## config.mk

```make
export PLATFORM = sky130hd
export DESIGN_NAME = yiq_chroma_noise_pixel_top
export DESIGN_NICKNAME = d
export VERILOG_FILES = /design/src/rtl/ycn_pkg.sv /design/src/rtl/ycn_cfg.sv /design/src/rtl/ycn_ctrl.sv /design/src/rtl/ycn_to_yiq.sv /design/src/rtl/ycn_to_rgb.sv /design/src/rtl/yiq_chroma_noise_pixel_top.sv
export VERILOG_INCLUDE_DIRS = /design/src /design/src/rtl
export SDC_FILE = /design/constraint.sdc
export NUM_CORES = 2
export LEC_CHECK = 0
export BUFFER_PORTS_ARGS = -buffer_cell sky130_fd_sc_hd__buf_2
export CORE_MARGIN = 1
export CORE_UTILIZATION = 35
export CTS_CLUSTER_SIZE = 20
export DETAILED_ROUTE_END_ITERATION = 10
export PLACE_DENSITY = 0.53
export SETUP_SLACK_MARGIN = 0.05
export SYNTH_ARGS = -nofsm -noshare
export SYNTH_HDL_FRONTEND = slang
export SYNTH_HIERARCHICAL = 1
export SYNTH_SLANG_ARGS = --single-unit
```

## constraint.sdc

```tcl
create_clock -name clk -period 22.8 [get_ports clk]
set_clock_uncertainty 0.15 [all_clocks]
set_input_delay 4.56 -clock clk [delete_from_list [all_inputs] [get_ports clk]]
set_output_delay 4.56 -clock clk [all_outputs]
set_load 0.005 [all_outputs]
```

## src/rtl/yiq_chroma_noise_pixel_top_macros.svh

```systemverilog
// Assertion macros for the chroma noise pixel block.
// Needs clk and rst in the scope where a macro is used.
`ifndef YIQ_CHROMA_NOISE_PIXEL_TOP_MACROS_SVH
`define YIQ_CHROMA_NOISE_PIXEL_TOP_MACROS_SVH

// same-cycle implication
`define YCN_ASSERT_IMP(label, ante, cons, msg) \
  label: assert property (@(posedge clk) disable iff (rst) (ante) |-> (cons)) \
    else $error(msg);

// next-cycle implication
`define YCN_ASSERT_NXT(label, ante, cons, msg) \
  label: assert property (@(posedge clk) disable iff (rst) (ante) |=> (cons)) \
    else $error(msg);

`endif

```

## src/rtl/ycn_pkg.sv

```systemverilog
// Shared types, constants and arithmetic helpers for the chroma noise pixel block.
// No dependencies.
package ycn_pkg;

  localparam int NSTG = 5;
  localparam int CFG_IDX_W = 2;

  localparam logic [CFG_IDX_W-1:0] REG_CHROMA_GAIN = 2'd0;
  localparam logic [CFG_IDX_W-1:0] REG_LUMA_GAIN   = 2'd1;

  localparam logic [7:0] CHROMA_GAIN_RST = 8'd56;
  localparam logic [7:0] LUMA_GAIN_RST   = 8'd19;

  // reciprocal constants, ceil(2^DIV_SH / d), exact for numerators below 2^15
  localparam int DIV_SH = 25;
  localparam logic [20:0] RCP_31  = 21'((2**DIV_SH + 31 - 1) / 31);
  localparam logic [20:0] RCP_63  = 21'((2**DIV_SH + 63 - 1) / 63);
  localparam logic [20:0] RCP_223 = 21'((2**DIV_SH + 223 - 1) / 223);
  localparam logic [20:0] RCP_391 = 21'((2**DIV_SH + 391 - 1) / 391);
  localparam logic [20:0] RCP_783 = 21'((2**DIV_SH + 783 - 1) / 783);
  localparam logic [20:0] RCP_375 = 21'((2**DIV_SH + 375 - 1) / 375);
  localparam logic [20:0] RCP_192 = 21'((2**DIV_SH + 192 - 1) / 192);
  localparam logic [20:0] RCP_143 = 21'((2**DIV_SH + 143 - 1) / 143);

  typedef struct packed {
    logic [NSTG-1:0] load;
  } pipe_ctl_t;

  typedef struct packed {
    logic [7:0] chroma;
    logic [7:0] luma;
  } gain_t;

  typedef struct packed {
    logic              apply;
    logic [15:0]       px;
    logic [7:0]        y;
    logic signed [7:0] i;
    logic signed [7:0] q;
  } yiq_t;

  function automatic logic [7:0] rdiv(input logic [14:0] x, input logic [20:0] m);
    logic [35:0] p;
    p = 36'(x) * 36'(m);
    return p[DIV_SH+7:DIV_SH];
  endfunction

  // signed divide by 256, truncating toward zero
  function automatic logic signed [8:0] noise_div(input logic signed [17:0] p);
    logic signed [17:0] t;
    t = p + (p[17] ? 18'sd255 : 18'sd0);
    return t[16:8];
  endfunction

  function automatic logic [7:0] clamp_u8(input logic signed [11:0] v);
    logic [7:0] r;
    if (v < 12'sd0) r = 8'd0;
    else if (v > 12'sd255) r = 8'd255;
    else r = v[7:0];
    return r;
  endfunction

  function automatic logic signed [7:0] clamp_s8(input logic signed [11:0] v);
    logic signed [7:0] r;
    if (v < -12'sd127) r = -8'sd127;
    else if (v > 12'sd127) r = 8'sd127;
    else r = v[7:0];
    return r;
  endfunction

endpackage

```

## src/rtl/ycn_cfg.sv

```systemverilog
// Gain registers written through the plain configuration port.
// Depends on ycn_pkg.
module ycn_cfg (
  input  logic                           clk,
  input  logic                           rst,
  input  logic                           cfg_we,
  input  logic [ycn_pkg::CFG_IDX_W-1:0]  cfg_index,
  input  logic [7:0]                     cfg_data,
  output ycn_pkg::gain_t                 gains
);
  import ycn_pkg::*;

  always_ff @(posedge clk) begin
    if (rst) begin
      gains.chroma <= CHROMA_GAIN_RST;
      gains.luma   <= LUMA_GAIN_RST;
    end else if (cfg_we) begin
      unique case (cfg_index)
        REG_CHROMA_GAIN: gains.chroma <= cfg_data;
        REG_LUMA_GAIN:   gains.luma   <= cfg_data;
        default: ;
      endcase
    end
  end

endmodule

```

## src/rtl/ycn_ctrl.sv

```systemverilog
// Valid bits and per-stage load enables of the pixel pipeline.
// Depends on ycn_pkg and the assertion macro header.
`include "yiq_chroma_noise_pixel_top_macros.svh"

module ycn_ctrl (
  input  logic                clk,
  input  logic                rst,
  input  logic                in_valid,
  input  logic                out_stall,
  output logic                in_stall,
  output logic                out_valid,
  output ycn_pkg::pipe_ctl_t  pctl
);
  import ycn_pkg::*;

  logic [NSTG-1:0] vld;
  logic [NSTG-1:0] load;

  // a stage loads when empty or when its content moves on
  always_comb begin
    load[NSTG-1] = !vld[NSTG-1] || !out_stall;
    for (int k = NSTG - 2; k >= 0; k--) begin
      load[k] = !vld[k] || load[k+1];
    end
  end

  always_ff @(posedge clk) begin
    if (rst) begin
      vld <= '0;
    end else begin
      if (load[0]) vld[0] <= in_valid;
      for (int k = 1; k < NSTG; k++) begin
        if (load[k]) vld[k] <= vld[k-1];
      end
    end
  end

  assign pctl.load = load;
  assign in_stall  = !load[0];
  assign out_valid = vld[NSTG-1];

  `YCN_ASSERT_NXT(a_take_lands, in_valid && !in_stall, vld[0], "transfer lost at stage one")
  `YCN_ASSERT_IMP(a_full_stalls, (&vld) && out_stall, in_stall, "input taken while full")
  `YCN_ASSERT_NXT(a_last_moves, vld[NSTG-2] && load[NSTG-1], out_valid, "item lost at output")

endmodule

```

## src/rtl/ycn_to_yiq.sv

```systemverilog
// Stages one to three: RGB565 unpack, YIQ conversion, noise add and clamps.
// Depends on ycn_pkg.
module ycn_to_yiq (
  input  logic               clk,
  input  ycn_pkg::pipe_ctl_t pctl,
  input  ycn_pkg::gain_t     gains,
  input  logic [15:0]        pixel_in,
  input  logic               apply_noise,
  input  logic [7:0]         rand_luma,
  input  logic [7:0]         rand_in_phase,
  input  logic [7:0]         rand_quadrature,
  output ycn_pkg::yiq_t      yiq
);
  import ycn_pkg::*;

  logic [15:0]        pxu;
  logic [4:0]         r5;
  logic [5:0]         g6;
  logic [4:0]         b5;
  logic signed [9:0]  dl, di, dq;
  logic signed [8:0]  lg, cg;
  logic signed [17:0] pl, pi, pq;

  logic               s1_apply;
  logic [15:0]        s1_px;
  logic [13:0]        s1_yr, s1_yg, s1_yb, s1_ig, s1_ib, s1_qr, s1_qg, s1_qb;
  logic signed [17:0] s1_pl, s1_pi, s1_pq;

  logic               s2_apply;
  logic [15:0]        s2_px;
  logic [7:0]         s2_yr, s2_yg, s2_yb, s2_ig, s2_ib, s2_qr, s2_qg, s2_qb;
  logic signed [8:0]  s2_nl, s2_ni, s2_nq;

  logic [9:0]         ysum;
  logic signed [11:0] isum, qsum, yw, iw, qw;
  logic [7:0]         yc;
  logic signed [7:0]  ic, qc;
  yiq_t               yiq_next;

  // stage one: unswap, numerators, noise products
  always_comb begin
    pxu = {pixel_in[7:0], pixel_in[15:8]};
    r5  = pxu[15:11];
    g6  = pxu[10:5];
    b5  = pxu[4:0];
    lg  = $signed({1'b0, gains.luma});
    cg  = $signed({1'b0, gains.chroma});
    dl  = $signed({2'b00, rand_luma}) - 10'sd32;
    di  = $signed({2'b00, rand_in_phase}) - 10'sd128;
    dq  = $signed({2'b00, rand_quadrature}) - 10'sd128;
    pl  = dl * lg;
    pi  = di * cg;
    pq  = dq * cg;
  end

  always_ff @(posedge clk) begin
    if (pctl.load[0]) begin
      s1_apply <= apply_noise;
      s1_px    <= pixel_in;
      s1_yr    <= 14'(r5) * 14'd76;
      s1_yg    <= 14'(g6) * 14'd150;
      s1_yb    <= 14'(b5) * 14'd37;
      s1_ig    <= 14'(g6) * 14'd35;
      s1_ib    <= 14'(b5) * 14'd41;
      s1_qr    <= 14'(r5) * 14'd27;
      s1_qg    <= 14'(g6) * 14'd66;
      s1_qb    <= 14'(b5) * 14'd40;
      s1_pl    <= pl;
      s1_pi    <= pi;
      s1_pq    <= pq;
    end
  end

  // stage two: constant divides, noise scaling
  always_ff @(posedge clk) begin
    if (pctl.load[1]) begin
      s2_apply <= s1_apply;
      s2_px    <= s1_px;
      s2_yr    <= rdiv(15'(s1_yr), RCP_31);
      s2_yg    <= rdiv(15'(s1_yg), RCP_63);
      s2_yb    <= rdiv(15'(s1_yb), RCP_31);
      s2_ig    <= rdiv(15'(s1_ig), RCP_63);
      s2_ib    <= rdiv(15'(s1_ib), RCP_31);
      s2_qr    <= rdiv(15'(s1_qr), RCP_31);
      s2_qg    <= rdiv(15'(s1_qg), RCP_63);
      s2_qb    <= rdiv(15'(s1_qb), RCP_31);
      s2_nl    <= noise_div(s1_pl);
      s2_ni    <= noise_div(s1_pi);
      s2_nq    <= noise_div(s1_pq);
    end
  end

  // stage three: sums, clamp, noise, clamp
  always_comb begin
    ysum = 10'(s2_yr) + 10'(s2_yg) + 10'(s2_yb);
    isum = $signed({4'b0, s2_yr}) - $signed({4'b0, s2_ig}) - $signed({4'b0, s2_ib});
    qsum = $signed({4'b0, s2_qr}) - $signed({4'b0, s2_qg}) + $signed({4'b0, s2_qb});
    yc   = clamp_u8($signed({2'b00, ysum}));
    ic   = clamp_s8(isum);
    qc   = clamp_s8(qsum);
    yw   = $signed({4'b0, yc}) + 12'(s2_nl);
    iw   = 12'(ic) + 12'(s2_ni);
    qw   = 12'(qc) + 12'(s2_nq);
    yiq_next.apply = s2_apply;
    yiq_next.px    = s2_px;
    yiq_next.y     = clamp_u8(yw);
    yiq_next.i     = clamp_s8(iw);
    yiq_next.q     = clamp_s8(qw);
  end

  always_ff @(posedge clk) begin
    if (pctl.load[2]) yiq <= yiq_next;
  end

endmodule

```

## src/rtl/ycn_to_rgb.sv

```systemverilog
// Stages four and five: YIQ back to RGB, clamp, RGB565 pack and byte swap.
// Depends on ycn_pkg.
module ycn_to_rgb (
  input  logic               clk,
  input  ycn_pkg::pipe_ctl_t pctl,
  input  ycn_pkg::yiq_t      yiq,
  output logic [15:0]        pixel_out
);
  import ycn_pkg::*;

  logic [7:0]  ai_w, aq_w;
  logic [14:0] ni, nq;

  logic        s4_apply;
  logic [15:0] s4_px;
  logic [7:0]  s4_y;
  logic        s4_si, s4_sq;
  logic [7:0]  s4_ri, s4_rq, s4_gi, s4_gq, s4_bi, s4_bq;

  logic signed [11:0] rw, gw, bw;
  logic [7:0]         ro, go, bo;
  logic [15:0]        pk;
  logic [15:0]        pixel_next;

  function automatic logic signed [11:0] sgn(input logic s, input logic [7:0] m);
    logic signed [11:0] v;
    v = $signed({4'b0, m});
    return s ? -v : v;
  endfunction

  // stage four: magnitudes times 255, constant divides
  always_comb begin
    ai_w = yiq.i[7] ? 8'(-yiq.i) : 8'(yiq.i);
    aq_w = yiq.q[7] ? 8'(-yiq.q) : 8'(yiq.q);
    ni   = {ai_w[6:0], 8'b0} - {8'b0, ai_w[6:0]};
    nq   = {aq_w[6:0], 8'b0} - {8'b0, aq_w[6:0]};
  end

  always_ff @(posedge clk) begin
    if (pctl.load[3]) begin
      s4_apply <= yiq.apply;
      s4_px    <= yiq.px;
      s4_y     <= yiq.y;
      s4_si    <= yiq.i[7];
      s4_sq    <= yiq.q[7];
      s4_ri    <= rdiv(ni, RCP_223);
      s4_rq    <= rdiv(nq, RCP_391);
      s4_gi    <= rdiv(ni, RCP_783);
      s4_gq    <= rdiv(nq, RCP_375);
      s4_bi    <= rdiv(ni, RCP_192);
      s4_bq    <= rdiv(nq, RCP_143);
    end
  end

  // stage five: sums, clamp, pack, swap
  always_comb begin
    rw = $signed({4'b0, s4_y}) + sgn(s4_si, s4_ri) + sgn(s4_sq, s4_rq);
    gw = $signed({4'b0, s4_y}) - sgn(s4_si, s4_gi) - sgn(s4_sq, s4_gq);
    bw = $signed({4'b0, s4_y}) - sgn(s4_si, s4_bi) + sgn(s4_sq, s4_bq);
    ro = clamp_u8(rw);
    go = clamp_u8(gw);
    bo = clamp_u8(bw);
    pk = {ro[7:3], go[7:2], bo[7:3]};
    pixel_next = s4_apply ? {pk[7:0], pk[15:8]} : s4_px;
  end

  always_ff @(posedge clk) begin
    if (pctl.load[4]) pixel_out <= pixel_next;
  end

endmodule

```

## src/rtl/yiq_chroma_noise_pixel_top.sv

```systemverilog
// Channel      Signals                                              Dir
// pixel in     in_valid in_stall pixel_in apply_noise rand_*       in
// pixel out    out_valid out_stall pixel_out                        out
// config       cfg_we cfg_index cfg_data                            in
//
// Five register stages; one pixel per clock while in_stall is low. out_valid rises
// once the input transfer has reached the fifth stage register. Each stage holds
// its item while the next one is full, so bubbles close up under out_stall and
// in_stall rises only when all five are full and out_stall is high.
// rst clears the valid bits and sets the gains to 56 (chroma) and 19 (luma).
// Top level; depends on ycn_pkg, ycn_cfg, ycn_ctrl, ycn_to_yiq, ycn_to_rgb.
module yiq_chroma_noise_pixel_top (
  input  logic                           clk,
  input  logic                           rst,
  input  logic                           in_valid,
  output logic                           in_stall,
  input  logic [15:0]                    pixel_in,
  input  logic                           apply_noise,
  input  logic [7:0]                     rand_luma,
  input  logic [7:0]                     rand_in_phase,
  input  logic [7:0]                     rand_quadrature,
  output logic                           out_valid,
  input  logic                           out_stall,
  output logic [15:0]                    pixel_out,
  input  logic                           cfg_we,
  input  logic [ycn_pkg::CFG_IDX_W-1:0]  cfg_index,
  input  logic [7:0]                     cfg_data
);
  import ycn_pkg::*;

  gain_t     gains;
  pipe_ctl_t pctl;
  yiq_t      yiq;

  ycn_cfg u_cfg (
    .clk       (clk),
    .rst       (rst),
    .cfg_we    (cfg_we),
    .cfg_index (cfg_index),
    .cfg_data  (cfg_data),
    .gains     (gains)
  );

  ycn_ctrl u_ctrl (
    .clk       (clk),
    .rst       (rst),
    .in_valid  (in_valid),
    .out_stall (out_stall),
    .in_stall  (in_stall),
    .out_valid (out_valid),
    .pctl      (pctl)
  );

  ycn_to_yiq u_to_yiq (
    .clk             (clk),
    .pctl            (pctl),
    .gains           (gains),
    .pixel_in        (pixel_in),
    .apply_noise     (apply_noise),
    .rand_luma       (rand_luma),
    .rand_in_phase   (rand_in_phase),
    .rand_quadrature (rand_quadrature),
    .yiq             (yiq)
  );

  ycn_to_rgb u_to_rgb (
    .clk       (clk),
    .pctl      (pctl),
    .yiq       (yiq),
    .pixel_out (pixel_out)
  );

endmodule
```

==> results.txt <==
- Num ports: 74
- Tmin final: 10.29 ns
* Largest area contributor in the synthesized netlist: sky130_fd_sc_hd__ha_1
* Post-cts gate resize count: 0
- Setup TNS Final: 0 ns
* Fin area: 66100 um^2
* Nets: 8086
- Die Outline Area: 176000 um^2
- # Max-Cap Violations: 0
- The most critical setup path has its startpoint at out_stall.
- Entering global routing, the biggest net connects 76 pins.
- Chip height: 419 um
- Layout cell share with drive strength beyond 1: 0.0415
- Tightest Hold Check Type: reg -> reg
- In this run the critical register-to-register path is launched from u_to_yiq/yiq[0]$_SDFFCE_PP1P_.
- Area grow syn2layout: 8.42%
- The run finished with clean final reports.
- Reg2reg end: u_to_rgb/s4_bq[7]$_DFFE_PP_
* Area of the multi-input gates: 44800 um^2
- Number of buffers inserted by port buffering: 73
- Average via count per standard cell: 4.78
* Final critical-path share of the clock period: 0.451
- Register Area: 11400 um^2
* CTS root buffer: sky130_fd_sc_hd__clkbuf_16
- After synthesis, the most frequently instantiated cells are sky130_fd_sc_hd__ha_1, sky130_fd_sc_hd__inv_1, sky130_fd_sc_hd__fa_1, sky130_fd_sc_hd__edfxtp_1, sky130_fd_sc_hd__a21oi_1.
* Drt drc: 0
* Clock network latency to the later pin of the worst-skew pair: 0.65 ns
- Once layout is complete, the cells apart from fillers number 8281.
* Proportion of register bits with asynchronous set or reset after synthesis: 0
- The cell area that synthesis handed to floorplanning was 61000 um^2.
- Maximum fanout count along the critical path: 45
- Area share of the leading cell type in the synthesized netlist: 0.285
- In this run the tightest slew margin relative to its limit is 0.304.
- The count of endpoints failing hold in the final timing report came to 0.
* Starting DRC count in detailed routing: 1524
- Timing would allow up to 97.2 MHz.
- Routed WL: 137 mm
* Number of buffers inserted by post-CTS setup repair: 0
- Clock tree from TritonCTS: done
- The number of different library cells used by synthesis comes to 95.
- Setup violations remaining at the end of the flow were counted as 0.
- The worst setup path is captured at an output pin.
- The initial utilization of the core area, before any placement, comes to 0.354.
- Measured along the x axis, the die boundary spans 419 um.
- Synthesized area divided by synthesized cell count: 10.5 um^2
- Summed over all nets, the half-perimeter wirelength after detailed placement is 118 mm.
* Number of sinks on the clock net: 386
* Std-Cell Core Area: 172000 um^2
* Startpoint kind of the worst setup timing path: primary input
- Counting flops with a built-in enable in the synthesized netlist gives 365.
- Global route total overflow: 0
- The worst setup path is of the in -> out kind.
* Length of the first detailed-routing pass in iterations: 7
- The initial antenna violation count came to 5.
* Number of H-tree branching levels: 2
- When the netlist entered floorplanning its net count stood at 7962.
* Count of state elements after synthesis: 386
- 0 antenna diodes ended up in the layout.
* Max Transition Viols Final: 0
* Data required, critical path: 18.09 ns
- Dpl cells: 8190
* Final GP Congestion: 0.884
* Hold-fix buffer count after cts: 0
* Filler Cells Inserted: 17100
- After detailed routing, the average wire length per cell comes to 16.6 um.
* Top flip-flop cell by instance count after synthesis: sky130_fd_sc_hd__edfxtp_1
- Counting instances, the worst hold path has a depth of 0.
* Total number of vias: 39600
* Clock transition at the registers of the reported paths: 0.05 ns
* Placed cell area: 64400 um^2
* Reg2Reg Depth: 28
* Slew of the pin with the lowest slew margin: 1.04 ns
* Site Rows: 152
* CTS Buffer Depth: 3
* Global-route wire length before repair: 225 mm
- Synthesis handed over a netlist of 5808 instances.
- In this run the worst setup path terminates at in_stall.
- In this run the remaining antenna-violating nets after routing total 0.
- Across every metal layer, demand over resource in global routing totals 0.162.
- Dominant cell by count in the synthesized netlist: sky130_fd_sc_hd__ha_1
- The setup check on the worst reg-to-reg path leaves a slack of 13.45 ns.
- Total CTS buffers: 50
* Vias in the first global route: 41700
- On the final layout, the worst hold slack is 0.242 ns.
- The Yosys step of the flow raised 6 warnings.
- Data arrival, critical path: 5.58 ns
- Of the synthesized area, sequential elements account for 0.187.
* Largest cells by area after synthesis: sky130_fd_sc_hd__ha_1, sky130_fd_sc_hd__fa_1, sky130_fd_sc_hd__edfxtp_1
- Setup repair after global routing missed its margin: no
## how the worst min path moves through the flow
stage                                            start                           end  slack, ns
final                       u_to_yiq/yiq[31]$_DFFE_PP_   u_to_rgb/s4_px[7]$_DFFE_PP_       0.24
after global routing      u_to_yiq/s1_px[11]$_DFFE_PP_  u_to_yiq/s2_px[11]$_DFFE_PP_       0.27
after CTS                   u_to_yiq/yiq[31]$_DFFE_PP_   u_to_rgb/s4_px[7]$_DFFE_PP_       0.24
after global placement      u_to_yiq/yiq[37]$_DFFE_PP_  u_to_rgb/s4_px[13]$_DFFE_PP_       0.25
after floorplan             u_to_yiq/yiq[40]$_DFFE_PP_   u_to_rgb/s4_apply$_DFFE_PP_       0.25
after detailed placement   u_to_yiq/s1_px[2]$_DFFE_PP_   u_to_yiq/s2_px[2]$_DFFE_PP_       0.25
## layout make-up
cell class	count	area share
Clock buffer	57	0.0193
Clock inverter	34	0.00680
Inverter	1252	0.0711
Multi-Input combinational cell	4139	0.678
Sequential cell	386	0.172
Tap cell	2310	0.0437
Timing Repair Buffer	103	0.00893
## metal layers
layer,global-route usage,vias to the layer above,wire length (um)
li1,-,19800,-
met1,0.215,19200,63900
met2,0.276,493,65000
met3,0.0221,137,4990
met4,0.0399,6,3530
met5,0,-,33
## placed cells by master, fill, tap and decap left out, drive strengths merged, types with 33 or more instances in the layout
master / synthesis / layout
nor2: 177 / 177
clkbuf: 27 / 57
ha: 1387 / 1387
a21oi: 221 / 221
edfxtp: 365 / 365
inv: 1252 / 1253
and2: 127 / 127
o21a: 48 / 48
a21o: 99 / 99
xnor2: 215 / 215
xor2: 111 / 111
o21ai: 134 / 134
nand2: 199 / 199
buf: 4 / 103
nor3: 51 / 51
nand2b: 63 / 63
fa: 711 / 711
nand4: 33 / 33
o21bai: 40 / 40
nand3: 60 / 60
nor2b: 64 / 64
## stage by stage
stage | util | worst slack [ns]
floorplan | - | 12.91
global placement | 0.374 | 12.49
detailed placement | 0.374 | 12.46
CTS | 0.384 | 12.45
global route | 0.384 | 12.39
finish | 0.384 | 12.51
## logic make-up (layout without fill, tap and decap cells)
kind of cell               Yosys count  in the layout  share of synthesized area
adders and majority gates         2098           2098                      0.518
buffers and inverters             1283           1446                     0.0792
and+or+nand+nor                    897            897                     0.0766
AOI/OAI and AO/OA                  788            788                     0.0874
DFF                                386            386                      0.187
xor gates and xnor gates           326            326                     0.0470
muxes                               30             30                    0.00499
## worst max-delay path: stages
cell and delay, ns:
sky130_fd_sc_hd__buf_2 0.13, sky130_fd_sc_hd__and4_4 0.23, sky130_fd_sc_hd__inv_4 0.39, sky130_fd_sc_hd__nor2_1 0.11, sky130_fd_sc_hd__buf_2 0.15
## sequential cells by signal, indices dropped and copies added, names as in the netlist, 9 cells and up
signal / cells
u_to_yiq/s1_px: 15
u_to_yiq/s1_yg: 10
u_to_yiq/s2_nq: 9
u_to_rgb/s4_px: 16
u_to_yiq/s1_pi: 18
u_to_yiq/s2_ni: 9
u_to_yiq/s2_nl: 9
u_to_yiq/s1_pl: 18
u_to_yiq/s2_px: 16
u_to_yiq/s1_pq: 18
u_to_yiq/yiq: 41
u_cfg/gains: 16
u_to_yiq/s1_ig: 11
u_to_yiq/s1_qr: 9
u_to_rgb/pixel_out: 16
Power is left out: the tool's default activity adds up to more than one toggle a clock period on the data nets, which glitch-free logic cannot reach.
